--- config.mk ---
export PLATFORM = sky130hd
export DESIGN_NAME = lcc_ctrl
export DESIGN_NICKNAME = d
export VERILOG_FILES = /design/src/rtl/core/lcc_pkg.sv /design/src/rtl/core/lcc_ctrl.sv
export SDC_FILE = /design/constraint.sdc
export NUM_CORES = 1
export LEC_CHECK = 0
export BUFFER_PORTS_ARGS = -buffer_cell sky130_fd_sc_hd__buf_2
export CAP_MARGIN = 5
export CELL_PAD_IN_SITES_DETAIL_PLACEMENT = 1
export CELL_PAD_IN_SITES_GLOBAL_PLACEMENT = 1
export CORE_AREA = 2 2 42 44
export CTS_CLUSTER_SIZE = 14
export DETAILED_ROUTE_END_ITERATION = 12
export DIE_AREA = 0 0 44 46
export HOLD_SLACK_MARGIN = 0.08
export MAX_ROUTING_LAYER = met4
export PLACE_DENSITY = 0.83
export SYNTH_ARGS = -nofsm -noshare
export SYNTH_HDL_FRONTEND = slang
export SYNTH_SLANG_ARGS = --single-unit
--- constraint.sdc ---
create_clock -name clk -period 2.65 [get_ports clk]
set_clock_uncertainty 0.05 [all_clocks]
set_input_delay 0.1325 -clock clk [delete_from_list [all_inputs] [get_ports clk]]
set_output_delay 0.1325 -clock clk [all_outputs]
set_load 0.02 [all_outputs]
--- src/rtl/core/lcc_pkg.sv ---
// Shared constants, codes and controller/datapath handshake types for the contact finder.
`default_nettype none

package lcc_pkg;

    // Chain storage sizing.
    localparam int MAX_RESIDUES = 16;
    localparam int IDX_W = $clog2(MAX_RESIDUES);
    localparam int CNT_W = $clog2(MAX_RESIDUES + 1);
    localparam int COORD_W = 6;
    localparam int DIST_W = 8;

    // At most this many result beats per item: one placement plus the contacts.
    localparam int MAX_RESULTS = 40;
    localparam int NCONT_W = $clog2(MAX_RESULTS);
    localparam logic [NCONT_W-1:0] CONTACT_LIMIT = NCONT_W'(MAX_RESULTS - 1);

    // Pair spacing rules for contacts.
    localparam logic [CNT_W-1:0] MIN_SEPARATION = CNT_W'(3);
    localparam logic [CNT_W-1:0] SEPARATION_STEP = CNT_W'(2);

    // Configuration register indexes.
    localparam logic CFG_DIMENSION = 1'b0;
    localparam logic CFG_CHAIN_LENGTH = 1'b1;

    // Dimension code that selects the 3D lattice.
    localparam logic [1:0] DIM_3D = 2'd3;

    // Result status codes.
    localparam logic [2:0] RES_STORED = 3'd0;
    localparam logic [2:0] RES_CLASH = 3'd1;
    localparam logic [2:0] RES_FULL = 3'd2;
    localparam logic [2:0] RES_CONTACT = 3'd3;
    localparam logic [2:0] RES_STARTED = 3'd4;

    // Input kind codes.
    localparam logic KIND_PLACE = 1'b0;
    localparam logic KIND_START = 1'b1;

    typedef enum logic [2:0] {
        ST_IDLE,
        ST_DISPATCH,
        ST_CLASH,
        ST_LOAD_I,
        ST_SCAN_J,
        ST_SEND_LAST
    } lcc_state_t;

    // Commands from the controller to the datapath.
    typedef struct packed {
        logic in_ready;
        logic start_chain;
        logic pend_full;
        logic pend_clash;
        logic store;
        logic a_clear;
        logic a_inc;
        logic b_from_a;
        logic b_step;
        logic use_b;
        logic pend_contact;
        logic cont_clear;
        logic emit;
        logic emit_last;
    } lcc_cmd_t;

    // Status from the datapath to the controller.
    typedef struct packed {
        logic in_valid;
        logic kind;
        logic full;
        logic hit;
        logic scan_end;
        logic final_store;
        logic i_done;
        logic j_end;
        logic contact;
        logic cont_limit;
        logic out_free;
    } lcc_stat_t;

endpackage

`default_nettype wire

--- src/rtl/core/lcc_ctrl.sv ---
// Controller state machine: sequences the clash scan, the contact scan and result beats.
`default_nettype none

module lcc_ctrl (
    input  logic              clk,
    input  logic              rst_n,
    input  lcc_pkg::lcc_stat_t stat,
    output lcc_pkg::lcc_cmd_t  cmd
);

    lcc_pkg::lcc_state_t state_reg;
    lcc_pkg::lcc_state_t state_next;

    // State register.
    always_ff @(posedge clk or negedge rst_n)
    begin
        if (!rst_n)
        begin
            state_reg <= lcc_pkg::ST_IDLE;
        end
        else
        begin
            state_reg <= state_next;
        end
    end

    // Next state and command decode.
    always_comb
    begin
        state_next = state_reg;
        cmd = '0;
        case (state_reg)
            lcc_pkg::ST_IDLE:
            begin
                cmd.in_ready = 1'b1;
                if (stat.in_valid)
                begin
                    state_next = lcc_pkg::ST_DISPATCH;
                end
            end

            lcc_pkg::ST_DISPATCH:
            begin
                if (stat.kind == lcc_pkg::KIND_START)
                begin
                    cmd.start_chain = 1'b1;
                    state_next = lcc_pkg::ST_SEND_LAST;
                end
                else if (stat.full)
                begin
                    cmd.pend_full = 1'b1;
                    state_next = lcc_pkg::ST_SEND_LAST;
                end
                else
                begin
                    cmd.a_clear = 1'b1;
                    state_next = lcc_pkg::ST_CLASH;
                end
            end

            // One stored residue is compared per cycle.
            lcc_pkg::ST_CLASH:
            begin
                if (stat.hit)
                begin
                    cmd.pend_clash = 1'b1;
                    state_next = lcc_pkg::ST_SEND_LAST;
                end
                else if (stat.scan_end)
                begin
                    cmd.store = 1'b1;
                    if (stat.final_store)
                    begin
                        cmd.a_clear = 1'b1;
                        cmd.cont_clear = 1'b1;
                        state_next = lcc_pkg::ST_LOAD_I;
                    end
                    else
                    begin
                        state_next = lcc_pkg::ST_SEND_LAST;
                    end
                end
                else
                begin
                    cmd.a_inc = 1'b1;
                end
            end

            // Latch residue i and point j at the first candidate partner.
            lcc_pkg::ST_LOAD_I:
            begin
                if (stat.i_done)
                begin
                    state_next = lcc_pkg::ST_SEND_LAST;
                end
                else
                begin
                    cmd.b_from_a = 1'b1;
                    state_next = lcc_pkg::ST_SCAN_J;
                end
            end

            // A found contact pushes the previous result out with last clear.
            lcc_pkg::ST_SCAN_J:
            begin
                cmd.use_b = 1'b1;
                if (stat.contact && stat.cont_limit)
                begin
                    state_next = lcc_pkg::ST_SEND_LAST;
                end
                else if (!stat.contact || stat.out_free)
                begin
                    if (stat.contact)
                    begin
                        cmd.emit = 1'b1;
                        cmd.pend_contact = 1'b1;
                    end
                    if (stat.j_end)
                    begin
                        cmd.a_inc = 1'b1;
                        state_next = lcc_pkg::ST_LOAD_I;
                    end
                    else
                    begin
                        cmd.b_step = 1'b1;
                    end
                end
            end

            lcc_pkg::ST_SEND_LAST:
            begin
                if (stat.out_free)
                begin
                    cmd.emit = 1'b1;
                    cmd.emit_last = 1'b1;
                    state_next = lcc_pkg::ST_IDLE;
                end
            end

            default:
            begin
                state_next = lcc_pkg::ST_IDLE;
            end
        endcase
    end

`ifndef NO_ASSERTIONS
    // A contact is only recorded from the pair scan.
    assert property (@(posedge clk) disable iff (!rst_n)
        cmd.pend_contact |-> state_reg == lcc_pkg::ST_SCAN_J)
        else $error("contact recorded outside the pair scan");

    // Leaving the final beat always returns to idle.
    assert property (@(posedge clk) disable iff (!rst_n)
        cmd.emit_last |=> state_reg == lcc_pkg::ST_IDLE)
        else $error("final beat did not return to idle");

    // A stored residue always follows a clean clash scan.
    assert property (@(posedge clk) disable iff (!rst_n)
        cmd.store |-> !stat.hit && stat.scan_end)
        else $error("residue stored without a clean clash scan");
`endif

endmodule

`default_nettype wire

==> out/results.ini <==
[die]
start_util = 0.256
die_y_um = 46
die_w_um = 44
row_count = 15
pin_count = 27
dieArea_sq_mm = 0.00202
coreArea_sq_mm = 0.00161

[layout]
areaGrowthSynthToFinish_pct = 39.1
nets = 100
multi_input_area_sq_um = 293
drive_above_1_share = 0.384
largest_reg_flops = 3
fillers = 221
num_antenna_cells = 0
fin_util = 0.356
regArea_sq_um = 75.1

[power]
p_per_area_mw_per_mm2 = 938
vdd_drop_max_uv = 301
clkPwrFrac = 0.158
p_switching_uw = 276
combPwrFrac = 0.590
p_int_uw = 263
p_seq_frac = 0.253
swShare = 0.512
leakagePower_uw = 0.000298

[global_route]
overflow = 0
antenna_found_initial = 0
grt_max_degree = 13
grt_pass1_vias = 543
grt_usage = 0.159
grt_pass1_wl_mm = 2.26

[yosys]
syn-cell-area_sq_um = 413
yosys_warnings = 0
seq_area_frac_synth = 0.182
synth_top_family_by_area = simple AND/OR/NAND/NOR gates
synthMuxAreaShare = 0
synth_compound_area_frac = 0.203
ys_ff_latch = 3
synth-simple-area-share = 0.506
synthAdderAreaFrac = 0
synth_nets = 71
syn_inst = 58
syn_area_per_cell_sq_um = 7.12
synth_xor_area_frac = 0
synthDistinctLibCells = 29

[sta]
maxSlewHeadroom = 0.738
hold_viol = 0
setup_viol = 0
fmax_mhz = 533
worst_pin_slew_ns = 0.392
slew_violations = 0
finalSetupTns_ns = 0
rsz0062_at_grt = no
finalCritPeriodShare = 0.707
min_period_ns = 1.87

[run]
maxCapViolations = 0

[critical_path]
startpoint_type = flop
critPathArrivalTime_ns = 1.69
crit_path_max_fanout = 10
required_ns = 2.47
r2r_cells = 3
path_class = reg -> out
crit_path_end_kind = output pin

[clock_network]
path_clk_slew_ns = 0.04
cts.sinks = 3
cts_tree = yes
htreeDepth = 1
cts_buffer_depth = 2
post_cts_resized = 0
clockRootBuffer = clkbuf_4
insertion_delay_ns = 0.24
cts_inserted_buffers = 3

[route]
drtIter0Drc = 8
drtAntennaViolNets = 0
drt_wl_total_mm = 1.26
viasPerCell = 5.21
drt-pass1-iter-count = 3
drc_errors = 0
vias = 537
wl_per_cell_um = 12.3

[place]
io_buffers = 26
hpwl_mm = 1.03
gp_congestion = 0.796

[min_path]
hold_path_depth = 3
min_path_type = in -> reg

[status]
outcome = finished, final reports clean

==> critical path: stages, from the launching register on <==
cell     delay [ns]
dfrtp_1        0.57
or3b_4         0.46
nor3_2         0.15
or2_1          0.12
buf_2          0.15
==> synth_stat cells, drive strengths merged <==
library cell,number,area (sq um)
and4,1,8.76
nand2b,2,12.5
or2,1,6.26
nor2b,1,6.26
buf,3,26.3
o32a,1,10.0
and3,2,12.5
dfrtp,3,75.1
nor3,6,35.0
inv,5,18.8
a21oi,2,10.0
o31ai,1,7.51
nor3b,3,33.8
and2,1,6.26
nand2,6,22.5
or3b,1,11.3
nand3,1,5.00
a32o,1,10.0
nor4b,1,15.0
o22ai,1,6.26
or2b,1,7.51
o32ai,1,8.76
o21ai,5,25.0
nor2,7,26.3
a31oi,1,6.26
==> cell type report <==
| class | instances | share of cell area |
|---|---|---|
| multi-input cells | 47 | 0.510 |
| repair buffers | 27 | 0.244 |
| flip-flops and latches | 3 | 0.131 |
| clock buffers | 4 | 0.0458 |
| well taps | 17 | 0.0370 |
| inverters | 5 | 0.0327 |
==> stage by stage <==
step                cell area, sq um  instances  hold WS, ns  total power (uW)  setup slack (ns)
floorplan                        413         58       -0.213               389             0.989
global placement                 538         98       -0.120               447              1.06
detailed placement               538         98       -0.119               457              1.03
CTS                              574        103        0.152               544             0.767
global route                     574        103        0.189               593             0.679
finish                           574        103        0.148               539             0.775
==> kinds of logic after synthesis <==
family | Yosys count
flops | 3
buf+inv | 8
compound gates | 13
simple gates | 34
==> layer usage <==
metal / GRT usage / vias to the layer above / wire length (um)
met1: 0.165 / 258 / 499
met5: - / - / 0
li1: - / 262 / -
met3: 0.0357 / 2 / 69
met2: 0.279 / 15 / 681
met4: 0.0848 / 0 / 13
==> final timing paths <==
kind	startpoint	to	slack, ns
setup / recovery	state_reg[0]	cmd[8]	0.78
hold / removal	stat[5]	state_reg[1]	0.15
setup reg to reg	state_reg[1]	state_reg[0]	1.07
hold reg to reg	state_reg[0]	state_reg[0]	0.74
max in group asynchronous	rst_n	state_reg[0]	2.28
min in group asynchronous	rst_n	state_reg[1]	0.16
==> cell usage in the layout (no fill, tap or decap), drive strengths merged, types with 2 or more instances in the layout <==
master  netlist  final
nor3b         3      3
clkbuf        0      4
inv           5      5
nand2b        2      2
o21ai         5      5
and3          2      2
dfrtp         3      3
nand2         6      6
nor2          7      7
a21oi         2      2
nor3          6      6
buf           3     26
==> power groups by stage <==
stage / sequential [uW] / clock (uW) / combinational [uW]
after floorplan: 78.3 / 0 / 310
after global placement: 133 / 0 / 314
after detailed placement: 136 / 0 / 321
after CTS: 136 / 84.3 / 324
after global routing: 144 / 90.6 / 358
final: 136 / 84.9 / 318
==> repair_timing <==
item                                   in CTS  in global routing
hold buffers                                1                  0
buffers inserted                            0                  0
endpoints found under the hold margin       3                  0
No activity file was read; power rests on OpenSTA's default activity.
