[src/rtl/core/lcc_pkg.sv]
// Shared constants, codes and controller/datapath handshake types for the contact finder.
`default_nettype none

package lcc_pkg;

    // Chain storage sizing.
    localparam int MAX_RESIDUES = 16;
    localparam int IDX_W = $clog2(MAX_RESIDUES);
    localparam int CNT_W = $clog2(MAX_RESIDUES + 1);
    localparam int COORD_W = 6;
    localparam int DIST_W = 8;

    // At most this many result beats per item: one placement plus the contacts.
    localparam int MAX_RESULTS = 40;
    localparam int NCONT_W = $clog2(MAX_RESULTS);
    localparam logic [NCONT_W-1:0] CONTACT_LIMIT = NCONT_W'(MAX_RESULTS - 1);

    // Pair spacing rules for contacts.
    localparam logic [CNT_W-1:0] MIN_SEPARATION = CNT_W'(3);
    localparam logic [CNT_W-1:0] SEPARATION_STEP = CNT_W'(2);

    // Configuration register indexes.
    localparam logic CFG_DIMENSION = 1'b0;
    localparam logic CFG_CHAIN_LENGTH = 1'b1;

    // Dimension code that selects the 3D lattice.
    localparam logic [1:0] DIM_3D = 2'd3;

    // Result status codes.
    localparam logic [2:0] RES_STORED = 3'd0;
    localparam logic [2:0] RES_CLASH = 3'd1;
    localparam logic [2:0] RES_FULL = 3'd2;
    localparam logic [2:0] RES_CONTACT = 3'd3;
    localparam logic [2:0] RES_STARTED = 3'd4;

    // Input kind codes.
    localparam logic KIND_PLACE = 1'b0;
    localparam logic KIND_START = 1'b1;

    typedef enum logic [2:0] {
        ST_IDLE,
        ST_DISPATCH,
        ST_CLASH,
        ST_LOAD_I,
        ST_SCAN_J,
        ST_SEND_LAST
    } lcc_state_t;

    // Commands from the controller to the datapath.
    typedef struct packed {
        logic in_ready;
        logic start_chain;
        logic pend_full;
        logic pend_clash;
        logic store;
        logic a_clear;
        logic a_inc;
        logic b_from_a;
        logic b_step;
        logic use_b;
        logic pend_contact;
        logic cont_clear;
        logic emit;
        logic emit_last;
    } lcc_cmd_t;

    // Status from the datapath to the controller.
    typedef struct packed {
        logic in_valid;
        logic kind;
        logic full;
        logic hit;
        logic scan_end;
        logic final_store;
        logic i_done;
        logic j_end;
        logic contact;
        logic cont_limit;
        logic out_free;
    } lcc_stat_t;

endpackage

`default_nettype wire

[src/rtl/core/lcc_item_if.sv]
// Input item channel: valid/ready handshake with the placement request payload.
`default_nettype none

interface lcc_item_if;
    logic valid;
    logic ready;
    logic kind;
    logic signed [lcc_pkg::COORD_W-1:0] coord_x;
    logic signed [lcc_pkg::COORD_W-1:0] coord_y;
    logic signed [lcc_pkg::COORD_W-1:0] coord_z;

    modport source (output valid, output kind, output coord_x, output coord_y,
                    output coord_z, input ready);
    modport sink (input valid, input kind, input coord_x, input coord_y,
                  input coord_z, output ready);
endinterface

`default_nettype wire

[src/rtl/core/lcc_result_if.sv]
// Result channel: valid/ready handshake with the status and contact payload.
`default_nettype none

interface lcc_result_if;
    logic valid;
    logic ready;
    logic [2:0] status;
    logic [lcc_pkg::CNT_W-1:0] residue_index;
    logic [lcc_pkg::IDX_W-1:0] contact_first;
    logic [lcc_pkg::IDX_W-1:0] contact_second;
    logic last;

    modport source (output valid, output status, output residue_index,
                    output contact_first, output contact_second, output last,
                    input ready);
    modport sink (input valid, input status, input residue_index,
                  input contact_first, input contact_second, input last,
                  output ready);
endinterface

`default_nettype wire

[src/rtl/core/lcc_setup_if.sv]
// Configuration write channel: valid/ready handshake with register index and data.
`default_nettype none

interface lcc_setup_if;
    logic valid;
    logic ready;
    logic index;
    logic [4:0] data;

    modport source (output valid, output index, output data, input ready);
    modport sink (input valid, input index, input data, output ready);
endinterface

`default_nettype wire

[src/rtl/core/lcc_datapath.sv]
// Datapath: configuration, residue position store, scan indexes, compare logic and result register.
`default_nettype none

module lcc_datapath (
    input  logic               clk,
    input  logic               rst_n,
    lcc_item_if.sink           item,
    lcc_result_if.source       result,
    lcc_setup_if.sink          setup,
    input  lcc_pkg::lcc_cmd_t  cmd,
    output lcc_pkg::lcc_stat_t stat
);

    localparam int IW = lcc_pkg::IDX_W;
    localparam int CW = lcc_pkg::CNT_W;
    localparam int PW = lcc_pkg::COORD_W;
    localparam int NW = lcc_pkg::NCONT_W;
    localparam int DW = lcc_pkg::DIST_W;
    localparam int DEPTH = lcc_pkg::MAX_RESIDUES;

    // Configuration and chain state.
    logic [1:0]    dim_reg;
    logic [CW-1:0] len_reg;
    logic [CW-1:0] count_reg;
    logic [CW-1:0] count_next;
    logic [NW-1:0] ncont_reg;
    logic [NW-1:0] ncont_next;
    logic          out_valid_reg;
    logic          out_valid_next;

    // Position store; entry 0 is the origin and is never written.
    logic signed [PW-1:0] pos_x_mem [DEPTH];
    logic signed [PW-1:0] pos_y_mem [DEPTH];
    logic signed [PW-1:0] pos_z_mem [DEPTH];

    // Latched request and scan registers.
    logic                 kind_reg;
    logic signed [PW-1:0] cx_reg;
    logic signed [PW-1:0] cy_reg;
    logic signed [PW-1:0] cz_reg;
    logic [IW-1:0]        idx_a_reg;
    logic [IW-1:0]        idx_a_next;
    logic [CW-1:0]        idx_b_reg;
    logic [CW-1:0]        idx_b_next;
    logic signed [PW-1:0] ref_x_reg;
    logic signed [PW-1:0] ref_y_reg;
    logic signed [PW-1:0] ref_z_reg;

    // Pending result and output register payload.
    logic [2:0]    pend_status_reg;
    logic [CW-1:0] pend_index_reg;
    logic [IW-1:0] pend_first_reg;
    logic [IW-1:0] pend_second_reg;
    logic [2:0]    out_status_reg;
    logic [CW-1:0] out_index_reg;
    logic [IW-1:0] out_first_reg;
    logic [IW-1:0] out_second_reg;
    logic          out_last_reg;

    logic                 take;
    logic                 three;
    logic [CW-1:0]        len_eff;
    logic [IW-1:0]        rd_addr;
    logic signed [PW-1:0] rd_x;
    logic signed [PW-1:0] rd_y;
    logic signed [PW-1:0] rd_z;
    logic [DW-1:0]        lat_gap;

    function automatic logic [DW-1:0] abs_diff(input logic signed [PW-1:0] a,
                                               input logic signed [PW-1:0] b);
        logic signed [PW:0] d;
        d = {a[PW-1], a} - {b[PW-1], b};
        abs_diff = d[PW] ? DW'(-d) : DW'(d);
    endfunction

    assign take = item.valid && cmd.in_ready;
    assign item.ready = cmd.in_ready;
    assign setup.ready = 1'b1;
    assign three = (dim_reg == lcc_pkg::DIM_3D);
    assign len_eff = (len_reg > CW'(DEPTH)) ? CW'(DEPTH) : len_reg;

    // Single read port shared by the clash scan, residue i and residue j.
    assign rd_addr = cmd.use_b ? idx_b_reg[IW-1:0] : idx_a_reg;
    assign rd_x = (rd_addr == '0) ? '0 : pos_x_mem[rd_addr];
    assign rd_y = (rd_addr == '0) ? '0 : pos_y_mem[rd_addr];
    assign rd_z = (rd_addr == '0) ? '0 : pos_z_mem[rd_addr];

    // Lattice distance between residue i and residue j.
    assign lat_gap = abs_diff(ref_x_reg, rd_x) + abs_diff(ref_y_reg, rd_y)
                   + (three ? abs_diff(ref_z_reg, rd_z) : DW'(0));

    // Status toward the controller.
    always_comb
    begin
        stat.in_valid = item.valid;
        stat.kind = kind_reg;
        stat.full = (count_reg >= len_eff);
        stat.hit = (rd_x == cx_reg) && (rd_y == cy_reg) && (!three || rd_z == cz_reg);
        stat.scan_end = ({1'b0, idx_a_reg} + CW'(1)) == count_reg;
        stat.final_store = (count_reg + CW'(1)) == len_eff;
        stat.i_done = ({1'b0, idx_a_reg} + lcc_pkg::MIN_SEPARATION) >= len_eff;
        stat.j_end = (idx_b_reg + lcc_pkg::SEPARATION_STEP) >= len_eff;
        stat.contact = (lat_gap == DW'(1));
        stat.cont_limit = (ncont_reg == lcc_pkg::CONTACT_LIMIT);
        stat.out_free = !out_valid_reg || result.ready;
    end

    // Next values of the control registers.
    always_comb
    begin
        count_next = count_reg;
        if (cmd.start_chain)
        begin
            count_next = CW'(1);
        end
        else if (cmd.store)
        begin
            count_next = count_reg + CW'(1);
        end

        ncont_next = ncont_reg;
        if (cmd.cont_clear)
        begin
            ncont_next = '0;
        end
        else if (cmd.pend_contact)
        begin
            ncont_next = ncont_reg + NW'(1);
        end

        out_valid_next = out_valid_reg;
        if (cmd.emit)
        begin
            out_valid_next = 1'b1;
        end
        else if (result.ready)
        begin
            out_valid_next = 1'b0;
        end

        idx_a_next = idx_a_reg;
        if (cmd.a_clear)
        begin
            idx_a_next = '0;
        end
        else if (cmd.a_inc)
        begin
            idx_a_next = idx_a_reg + IW'(1);
        end

        idx_b_next = idx_b_reg;
        if (cmd.b_from_a)
        begin
            idx_b_next = {1'b0, idx_a_reg} + lcc_pkg::MIN_SEPARATION;
        end
        else if (cmd.b_step)
        begin
            idx_b_next = idx_b_reg + lcc_pkg::SEPARATION_STEP;
        end
    end

    // Control registers and configuration writes.
    always_ff @(posedge clk or negedge rst_n)
    begin
        if (!rst_n)
        begin
            dim_reg <= 2'd2;
            len_reg <= CW'(DEPTH);
            count_reg <= CW'(1);
            ncont_reg <= '0;
            out_valid_reg <= 1'b0;
            idx_a_reg <= '0;
            idx_b_reg <= '0;
        end
        else
        begin
            count_reg <= count_next;
            ncont_reg <= ncont_next;
            out_valid_reg <= out_valid_next;
            idx_a_reg <= idx_a_next;
            idx_b_reg <= idx_b_next;
            if (setup.valid)
            begin
                case (setup.index)
                    lcc_pkg::CFG_DIMENSION:    dim_reg <= setup.data[1:0];
                    lcc_pkg::CFG_CHAIN_LENGTH: len_reg <= setup.data;
                    default:                   ;
                endcase
            end
        end
    end

    // Position store writes.
    always_ff @(posedge clk)
    begin
        if (cmd.store)
        begin
            pos_x_mem[count_reg[IW-1:0]] <= cx_reg;
            pos_y_mem[count_reg[IW-1:0]] <= cy_reg;
            pos_z_mem[count_reg[IW-1:0]] <= cz_reg;
        end
    end

    // Request latch, residue i latch, pending result and output payload.
    always_ff @(posedge clk)
    begin
        if (take)
        begin
            kind_reg <= item.kind;
            cx_reg <= item.coord_x;
            cy_reg <= item.coord_y;
            cz_reg <= item.coord_z;
        end

        if (cmd.b_from_a)
        begin
            ref_x_reg <= rd_x;
            ref_y_reg <= rd_y;
            ref_z_reg <= rd_z;
        end

        if (cmd.start_chain)
        begin
            pend_status_reg <= lcc_pkg::RES_STARTED;
            pend_index_reg <= '0;
            pend_first_reg <= '0;
            pend_second_reg <= '0;
        end
        else if (cmd.pend_full || cmd.pend_clash)
        begin
            pend_status_reg <= cmd.pend_full ? lcc_pkg::RES_FULL : lcc_pkg::RES_CLASH;
            pend_index_reg <= count_reg;
            pend_first_reg <= '0;
            pend_second_reg <= '0;
        end
        else if (cmd.store)
        begin
            pend_status_reg <= lcc_pkg::RES_STORED;
            pend_index_reg <= count_reg;
            pend_first_reg <= '0;
            pend_second_reg <= '0;
        end
        else if (cmd.pend_contact)
        begin
            pend_status_reg <= lcc_pkg::RES_CONTACT;
            pend_index_reg <= '0;
            pend_first_reg <= idx_a_reg;
            pend_second_reg <= idx_b_reg[IW-1:0];
        end

        if (cmd.emit)
        begin
            out_status_reg <= pend_status_reg;
            out_index_reg <= pend_index_reg;
            out_first_reg <= pend_first_reg;
            out_second_reg <= pend_second_reg;
            out_last_reg <= cmd.emit_last;
        end
    end

    assign result.valid = out_valid_reg;
    assign result.status = out_status_reg;
    assign result.residue_index = out_index_reg;
    assign result.contact_first = out_first_reg;
    assign result.contact_second = out_second_reg;
    assign result.last = out_last_reg;

`ifndef NO_ASSERTIONS
    // The placed count stays within one residue and the store depth.
    assert property (@(posedge clk) disable iff (!rst_n)
        count_reg >= CW'(1) && count_reg <= CW'(DEPTH))
        else $error("placed count out of range");

    // A new beat never overwrites one that is still waiting.
    assert property (@(posedge clk) disable iff (!rst_n)
        cmd.emit |-> !out_valid_reg || result.ready)
        else $error("result beat overwritten");

    // A store never targets the origin entry or runs past the depth.
    assert property (@(posedge clk) disable iff (!rst_n)
        cmd.store |-> count_reg != '0 && count_reg < CW'(DEPTH))
        else $error("store outside the residue range");

    // The contact counter never passes the result limit.
    assert property (@(posedge clk) disable iff (!rst_n)
        ncont_reg <= lcc_pkg::CONTACT_LIMIT)
        else $error("contact count above the result limit");
`endif

endmodule

`default_nettype wire

[src/flat_wrapper.sv]
// flat-port wrapper written by rule: the top's interface ports become plain ports
module lcc_datapath_flat 
  (clk, rst_n, cmd, stat, item_valid, item_kind, item_coord_x, item_coord_y, item_coord_z, item_ready, result_valid, result_status, result_residue_index, result_contact_first, result_contact_second, result_last, result_ready, setup_valid, setup_index, setup_data, setup_ready);
  lcc_item_if item_i ();
  lcc_result_if result_i ();
  lcc_setup_if setup_i ();
  input  logic clk;
  input  logic rst_n;
  input  lcc_pkg::lcc_cmd_t cmd;
  output lcc_pkg::lcc_stat_t stat;
  input wire logic [$bits(item_i.valid)-1:0] item_valid;
  input wire logic [$bits(item_i.kind)-1:0] item_kind;
  input wire logic [$bits(item_i.coord_x)-1:0] item_coord_x;
  input wire logic [$bits(item_i.coord_y)-1:0] item_coord_y;
  input wire logic [$bits(item_i.coord_z)-1:0] item_coord_z;
  output wire logic [$bits(item_i.ready)-1:0] item_ready;
  output wire logic [$bits(result_i.valid)-1:0] result_valid;
  output wire logic [$bits(result_i.status)-1:0] result_status;
  output wire logic [$bits(result_i.residue_index)-1:0] result_residue_index;
  output wire logic [$bits(result_i.contact_first)-1:0] result_contact_first;
  output wire logic [$bits(result_i.contact_second)-1:0] result_contact_second;
  output wire logic [$bits(result_i.last)-1:0] result_last;
  input wire logic [$bits(result_i.ready)-1:0] result_ready;
  input wire logic [$bits(setup_i.valid)-1:0] setup_valid;
  input wire logic [$bits(setup_i.index)-1:0] setup_index;
  input wire logic [$bits(setup_i.data)-1:0] setup_data;
  output wire logic [$bits(setup_i.ready)-1:0] setup_ready;
  assign item_i.valid = item_valid;
  assign item_i.kind = item_kind;
  assign item_i.coord_x = item_coord_x;
  assign item_i.coord_y = item_coord_y;
  assign item_i.coord_z = item_coord_z;
  assign item_ready = item_i.ready;
  assign result_valid = result_i.valid;
  assign result_status = result_i.status;
  assign result_residue_index = result_i.residue_index;
  assign result_contact_first = result_i.contact_first;
  assign result_contact_second = result_i.contact_second;
  assign result_last = result_i.last;
  assign result_i.ready = result_ready;
  assign setup_i.valid = setup_valid;
  assign setup_i.index = setup_index;
  assign setup_i.data = setup_data;
  assign setup_ready = setup_i.ready;
  lcc_datapath u_core (.clk(clk), .rst_n(rst_n), .item(item_i), .result(result_i), .setup(setup_i), .cmd(cmd), .stat(stat));
endmodule
[config.mk]
export PLATFORM = sky130hd
export DESIGN_NAME = lcc_datapath_flat
export DESIGN_NICKNAME = d
export VERILOG_FILES = /design/src/rtl/core/lcc_pkg.sv /design/src/rtl/core/lcc_item_if.sv /design/src/rtl/core/lcc_result_if.sv /design/src/rtl/core/lcc_setup_if.sv /design/src/rtl/core/lcc_datapath.sv /design/src/flat_wrapper.sv
export SDC_FILE = /design/constraint.sdc
export NUM_CORES = 1
export LEC_CHECK = 0
export BUFFER_PORTS_ARGS = -buffer_cell sky130_fd_sc_hd__clkbuf_2
export CORE_MARGIN = 2
export CORE_UTILIZATION = 40
export DETAILED_ROUTE_END_ITERATION = 6
export GPL_ROUTABILITY_DRIVEN = 0
export MAX_ROUTING_LAYER = met4
export SLEW_MARGIN = 20
export SYNTH_ARGS = -nofsm -noshare
export SYNTH_HDL_FRONTEND = slang
export SYNTH_SLANG_ARGS = --single-unit
[constraint.sdc]
create_clock -name clk -period 7 [get_ports clk]
set_input_delay 0.35 -clock clk [delete_from_list [all_inputs] [get_ports clk]]
set_output_delay 0.35 -clock clk [all_outputs]
set_load 0.01 [all_outputs]
==> results of run 1 <==
==> routing by layer <==
metal / vias up / share of wire [%] / track usage [%]
met5: - / 0 / -
met4: 0 / 3.3 / 7.63
met3: 70 / 5.6 / 3.14
met2: 310 / 47 / 30.9
met1: 5175 / 44 / 27.0
li1: 4830 / - / -
==> cells in the mapped netlist, drive strengths merged, types with 6 or more instances <==
cell    instances  area (um2)
edfxtp        325        9760
nand2         115         432
nor2           89         334
mux2i          69         719
inv            57         214
ha             50         626
xor2           41         359
xnor2          39         342
a21oi          37         185
buf            36         250
o21ai          29         145
dfrtp          25         626
mux4           22         495
clkbuf         19        71.3
mux2           19         225
nand2b         19         119
nand3          19        95.1
dfxtp          16         320
nand4          16         100
a21o           15         113
nor3           14        70.1
nor2b          12        75.1
fa             11         220
a31oi          10        62.6
o21a           10        75.1
a221oi          6        58.8
nor3b           6        45.0
o22ai           6        37.5
==> power groups by stage <==
stage | combinational, W | sequential, W | clock (W)
floorplan | 0.00174 | 0.00258 | 0
global placement | 0.00223 | 0.00261 | 0
detailed placement | 0.00225 | 0.00261 | 0
CTS | 0.00228 | 0.00256 | 0.00204
global route | 0.00263 | 0.00257 | 0.00211
finish | 0.00235 | 0.00257 | 0.00199
==> stage by stage <==
step | setup WS (ns) | TNS [ns]
global placement | 0.547 | 0
CTS | 0.0206 | 0
global route | -0.0697 | -0.0697
floorplan | 1.21 | 0
detailed placement | 0.446 | 0
finish | 0.331 | 0
==> worst max path at each step <==
stage / depth (start not counted) / from / to / slack (ns)
floorplan: 30 / cmd[4] / stat[2] / 1.21
global placement: 25 / cmd[4] / stat[2] / 0.55
detailed placement: 25 / cmd[4] / stat[2] / 0.45
CTS: 27 / u_core.idx_b_reg[1]$_DFFE_PN0N_ / stat[2] / 0.02
global route: 25 / u_core.idx_a_reg[0]$_DFFE_PN0P_ / stat[2] / -0.07
finish: 25 / u_core.idx_a_reg[0]$_DFFE_PN0P_ / stat[2] / 0.33
==> worst reg2reg max path: cells and delay by family, from the launching register on <==
family	cells	cell delay, ns
AO/OA/AOI/OAI	1	0.62
buffers and inverters	2	0.50
flip-flops	1	0.40
multiplexers	2	0.84
AND/OR/NAND/NOR	1	0.05
==> final cells by class <==
class	count	area, um2
Tap cell	539	674
Inverter	57	214
Clock buffer	51	1070
Timing Repair Buffer	162	1140
Fill cell	3667	22100
Sequential cell	369	10800
Clock inverter	21	145
Multi-Input combinational cell	742	5840
==> logic make-up (layout without fill, tap and decap cells) <==
logic type      count (synthesis)  count (layout)  share of synthesized area, %
flops                         369             369                          63.5
xor+xnor                       80              80                          4.13
simple gates                  319             319                          8.77
mux                           110             110                          8.48
other cells                     1               1                        0.0221
compound gates                171             171                          6.96
buf+inv                       112             291                          3.15
fa+ha+maj                      61              61                          4.98
==> what timing repair did <==
action | CTS | global route
hold buffers | 22 | 1
pin swaps | 0 | 2
hold endpoints to repair | 46 | 1
gates resized for setup | 1 | 19
setup endpoints to repair | 1 | 1
setup buffers | 0 | 16
==> flow_summary.json, run 1 <==
{
  "cts_made_buffers": 40,
  "whs_endpoint": "u_core.len_reg[2]$_DFFE_PN0P_",
  "power_frac_seq_pct": 37.1,
  "wl_per_cell_um": 22.0,
  "syn-cell-area_mm2": 0.0170,
  "boundaryPins": 75,
  "max_stage_delay_ns": 0.51,
  "portBuffers": 73,
  "final_cells": 1941,
  "first_pass_iters": 5,
  "fin_area_mm2": 0.0199,
  "r2r_end": "u_core.ref_x_reg[5]$_DFFE_PP_",
  "antenna_found_initial": 0,
  "path_max_fanout": 19,
  "critical-path-top-cell-by-count": "inv_1",
  "fin_hold_ws_ns": 0.0318,
  "ys.flop_type": "edfxtp_1",
  "slew_viol_final": 0,
  "start_kind": "flip-flop",
  "layout-drive-gt1-share_pct": 20.3,
  "synth_cell_types": 75,
  "setup_violations": 0,
  "fin_util_pct": 47.4,
  "power.density_mw_per_mm2": 348,
  "start_util_pct": 40.5,
  "core_mm2": 0.0419,
  "hold_depth": 2,
  "worstHoldStart": "setup_data[2]",
  "fmax_mhz": 150,
  "tritoncts": "built",
  "drv_cap": 0,
  "path_buf_inv": 6,
  "die_area_mm2": 0.0441,
  "intPower_w": 0.00467,
  "swShare_pct": 32.4,
  "clk_latency_ns": 0.56,
  "crit-reg2reg-launch": "u_core.idx_b_reg[0]$_DFFE_PN0P_",
  "place_inst": 1830,
  "path_class": "flip-flop to output port",
  "drc": 0,
  "crit_family": "compound AO/OA/AOI/OAI gates",
  "ys.warnings.count": 0,
  "regToRegSetupSlack_ns": 4.46,
  "die-height_um": 210,
  "via_per_inst": 5.35,
  "synth-edff-count": 325,
  "synthArstFlopShare_pct": 7.59,
  "grt-ovfl-total": 0,
  "routed_wl_mm": 42.7,
  "htreeDepth": 2,
  "grt_pass1_vias": 10200,
  "via_count": 10385,
  "diodes": 0,
  "p_leak_nw": 7.38,
  "power.switching_w": 0.00224,
  "p_comb_share_pct": 34.0,
  "place_area_mm2": 0.0182,
  "skew_ns": 0.0164,
  "slowest_stage": "a21oi_1",
  "ant_nets": 0,
  "drtIter0Drc": 868,
  "p_clk_share_pct": 28.8,
  "final_common_cell": "edfxtp_1",
  "clockBufferDepth": 3,
  "cp-end-kind": "output port",
  "fin_nets": 1477,
  "crit_arrival_ns": 6.32,
  "synth_area_per_cell_um2": 13.9,
  "final_cell_mix": "edfxtp_1, nand2_1, nor2_1, clkbuf_2, mux2i_1",
  "dp_hpwl_mm": 27.3,
  "synthCells": 1223,
  "largest_reg_flops": 91,
  "postSynthNetCount": 1328,
  "die_x_um": 210,
  "root_buffer": "clkbuf_16",
  "maxSlewHeadroom_pct": 37.1,
  "grt_pass1_wl_mm": 63.9,
  "min_period_ns": 6.67,
  "clk_pin_slew_ns": 0.06,
  "yosysSeqAreaShare_pct": 63.5,
  "period_share_pct": 95.3,
  "total_power_w": 0.00691,
  "ys_seq_elements": 369,
  "ir_drop_v": 0.000301,
  "rows": 75,
  "hold_class": "primary input to flip-flop",
  "cts_sinks": 369,
  "grt_util_all_layers_pct": 20.1,
  "r2r_cells": 6,
  "syn_to_final_growth_pct": 17.0,
  "cp_data_required_time_ns": 6.65,
  "grt_max_degree": 29,
  "worst_pin_slew_ns": 0.940,
  "hold_viol": 0,
  "status": "completed"
}
No activity file was read; power rests on OpenSTA's default activity.
==> run 2, diff against run 1 <==
--- a/config.mk
+++ b/config.mk
@@ -5,6 +5,7 @@
 export SDC_FILE = /design/constraint.sdc
 export NUM_CORES = 1
 export LEC_CHECK = 0
+export ABC_AREA = 1
 export BUFFER_PORTS_ARGS = -buffer_cell sky130_fd_sc_hd__clkbuf_2
 export CORE_MARGIN = 2
 export CORE_UTILIZATION = 40
==> flow_summary.json, run 2 <==
{
  "cts_made_buffers": 40,
  "antenna_found_initial": 0,
  "synth_area_per_cell_um2": 10.3,
  "fin_area_mm2": 0.0203,
  "synth_cell_types": 42,
  "fmax_mhz": 156,
  "tns_ns": 0,
  "drv_cap": 0,
  "start_kind": "flip-flop",
  "p_leak_nw": 8.42,
  "path_class": "flip-flop to output port",
  "grt_max_degree": 40,
  "multi_input_area_mm2": 0.00548,
  "fin_ws_ns": 0.603,
  "slew_viol_final": 0,
  "critical-path-top-cell-by-count": "nand2_1",
  "portBuffers": 73,
  "drtIter0Drc": 914,
  "synth.area.top_cells": "edfxtp_1, nand2_1, nand3_1",
  "slowest_stage": "dfrtp_1",
  "cp_data_required_time_ns": 6.65,
  "start_util_pct": 40.4,
  "synth_most_common_cell": "nand2_1",
  "layout-drive-gt1-share_pct": 12.4,
  "status": "completed",
  "drc": 0,
  "synthCells": 1689,
  "ys.flop_type": "edfxtp_1",
  "routed_wl_mm": 42.0,
  "final_common_cell": "nand2_1",
  "period_share_pct": 91.4,
  "yosysSeqAreaShare_pct": 62.0,
  "ys_seq_elements": 369,
  "synthTopCellsByCount": "nand2_1, edfxtp_1, nand3_1",
  "die-height_um": 212,
  "hold_viol": 0,
  "dp_slack_ns": 0.764,
  "core_mm2": 0.0430,
  "ant_nets": 0,
  "crit_arrival_ns": 6.05,
  "ys.warnings.count": 0,
  "fin_nets": 1927,
  "grt_pass1_wl_mm": 65.7,
  "cts_sinks": 369,
  "first_pass_iters": 6,
  "tritoncts": "built",
  "fin_hold_ws_ns": 0.0607,
  "grt-ovfl-total": 0,
  "regArea_mm2": 0.0108,
  "syn-cell-area_mm2": 0.0174,
  "largest_reg_flops": 91,
  "power.density_mw_per_mm2": 350,
  "max_stage_delay_ns": 0.47,
  "skew_ns": 0.0177,
  "synth-edff-count": 325,
  "boundaryPins": 75,
  "path_max_fanout": 31,
  "clockBufferDepth": 3,
  "ir_drop_v": 0.000402,
  "via_count": 12162,
  "maxSlewHeadroom_pct": 42.6,
  "htreeDepth": 2,
  "nFillCells": 4025,
  "crit_family": "adder cells",
  "dp_hpwl_mm": 27.4,
  "place_area_mm2": 0.0186,
  "hold_class": "primary input to flip-flop",
  "rsz0062_at_grt": "false",
  "clk_pin_slew_ns": 0.06,
  "min_period_ns": 6.40,
  "synth_top_area_share_pct": 56.1,
  "fin_util_pct": 47.2,
  "synthArstFlopShare_pct": 7.59,
  "rows": 76,
  "setup_violations": 0,
  "cp-end-kind": "output port",
  "diodes": 0,
  "postSynthNetCount": 1794,
  "worst_pin_slew_ns": 0.860,
  "grt_util_all_layers_pct": 19.3,
  "clk_latency_ns": 0.53,
  "die_area_mm2": 0.0451,
  "syn_to_final_growth_pct": 16.6,
  "die_x_um": 212,
  "synth_top_cell_by_area": "edfxtp_1",
  "via_per_inst": 4.99,
  "grt_pass1_vias": 11912,
  "final_cell_mix": "nand2_1, edfxtp_1, nand3_1, inv_1, clkbuf_2",
  "root_buffer": "clkbuf_16",
  "path_buf_inv": 7,
  "wl_per_cell_um": 17.2
}
## run 2: final timing paths
check,from,slack (ns),endpoint,depth (start not counted)
worst max-delay path,u_core.idx_b_reg[1]$_DFFE_PN0N_,0.60,stat[2],30
worst min-delay path,setup_data[4],0.06,u_core.len_reg[4]$_DFFE_PN1P_,3
worst max register to register,u_core.idx_b_reg[1]$_DFFE_PN0N_,4.74,u_core.ref_y_reg[5]$_DFFE_PP_,9
worst min register to register,u_core.pend_second_reg[3]$_SDFFE_PP0P_,0.43,u_core.result.contact_second[3]$_DFFE_PP_,0
max in group asynchronous,rst_n,6.08,u_core.len_reg[0]$_DFFE_PN0P_,2
min in group asynchronous,rst_n,0.43,u_core.result.valid$_DFFE_PN0P_,2
## run 2: layer usage
metal | vias up | GRT usage (%) | share of wire (%)
li1 | 5900 | - | -
met1 | 5896 | 26.3 | 46
met2 | 296 | 31.0 | 47
met3 | 70 | 2.14 | 4.9
met4 | 0 | 5.18 | 2.2
met5 | - | - | 0
## run 2: timing repair
item,CTS,global route
gates resized for setup,0,9
endpoints found under the hold margin,46,0
setup endpoints to repair,0,1
buffers inserted,0,5
hold buffers,22,0
## run 2: layout make-up
cell class | count | share of cell area [%]
inverter | 224 | 4.15
multi-input combinational | 1033 | 27.0
clock inverter | 18 | 1.22
sequential | 369 | 53.2
tap | 585 | 3.61
timing repair buffer | 154 | 5.45
clock buffer | 52 | 5.32
## run 2: cells by family (layout without fill, tap and decap cells)
logic type               after synthesis  after routing  share of synthesized area [%]
multiplexers                           2              2                          0.130
buffers and inverters                287            448                           7.05
adder cells (fa/ha/maj)               61             61                           4.87
other                                  1              1                         0.0216
flip-flops                           369            369                           62.0
AND/OR/NAND/NOR                      818            818                           20.4
XOR/XNOR                              36             36                           1.81
AO/OA/AOI/OAI                        115            115                           3.71
## run 2: worst reg2reg max path, stage by stage, from the launching register on
cell and delay (ns):
dfrtp_1 0.50, nand2_4 0.20, nand2_8 0.22, buf_12 0.24, buf_4 0.25, nand3_1 0.10, nand3_1 0.09, nand2_1 0.10
nand2_1 0.12, nand2_1 0.15
## run 2: power by group
group / internal [W] / total [W] / switching (W)
Sequential: 0.00249 / 0.00255 / 0.0000620
Clock: 0.00131 / 0.00214 / 0.000839
Combinational: 0.000927 / 0.00239 / 0.00147
Total: 0.00472 / 0.00709 / 0.00237
## run 2: metrics by stage
step | cells | total power [W]
detailed placement | 2338 | 0.00492
CTS | 2430 | 0.00708
global placement | 2338 | 0.00482
floorplan | 1689 | 0.00434
finish | 2435 | 0.00709
global route | 2435 | 0.00751
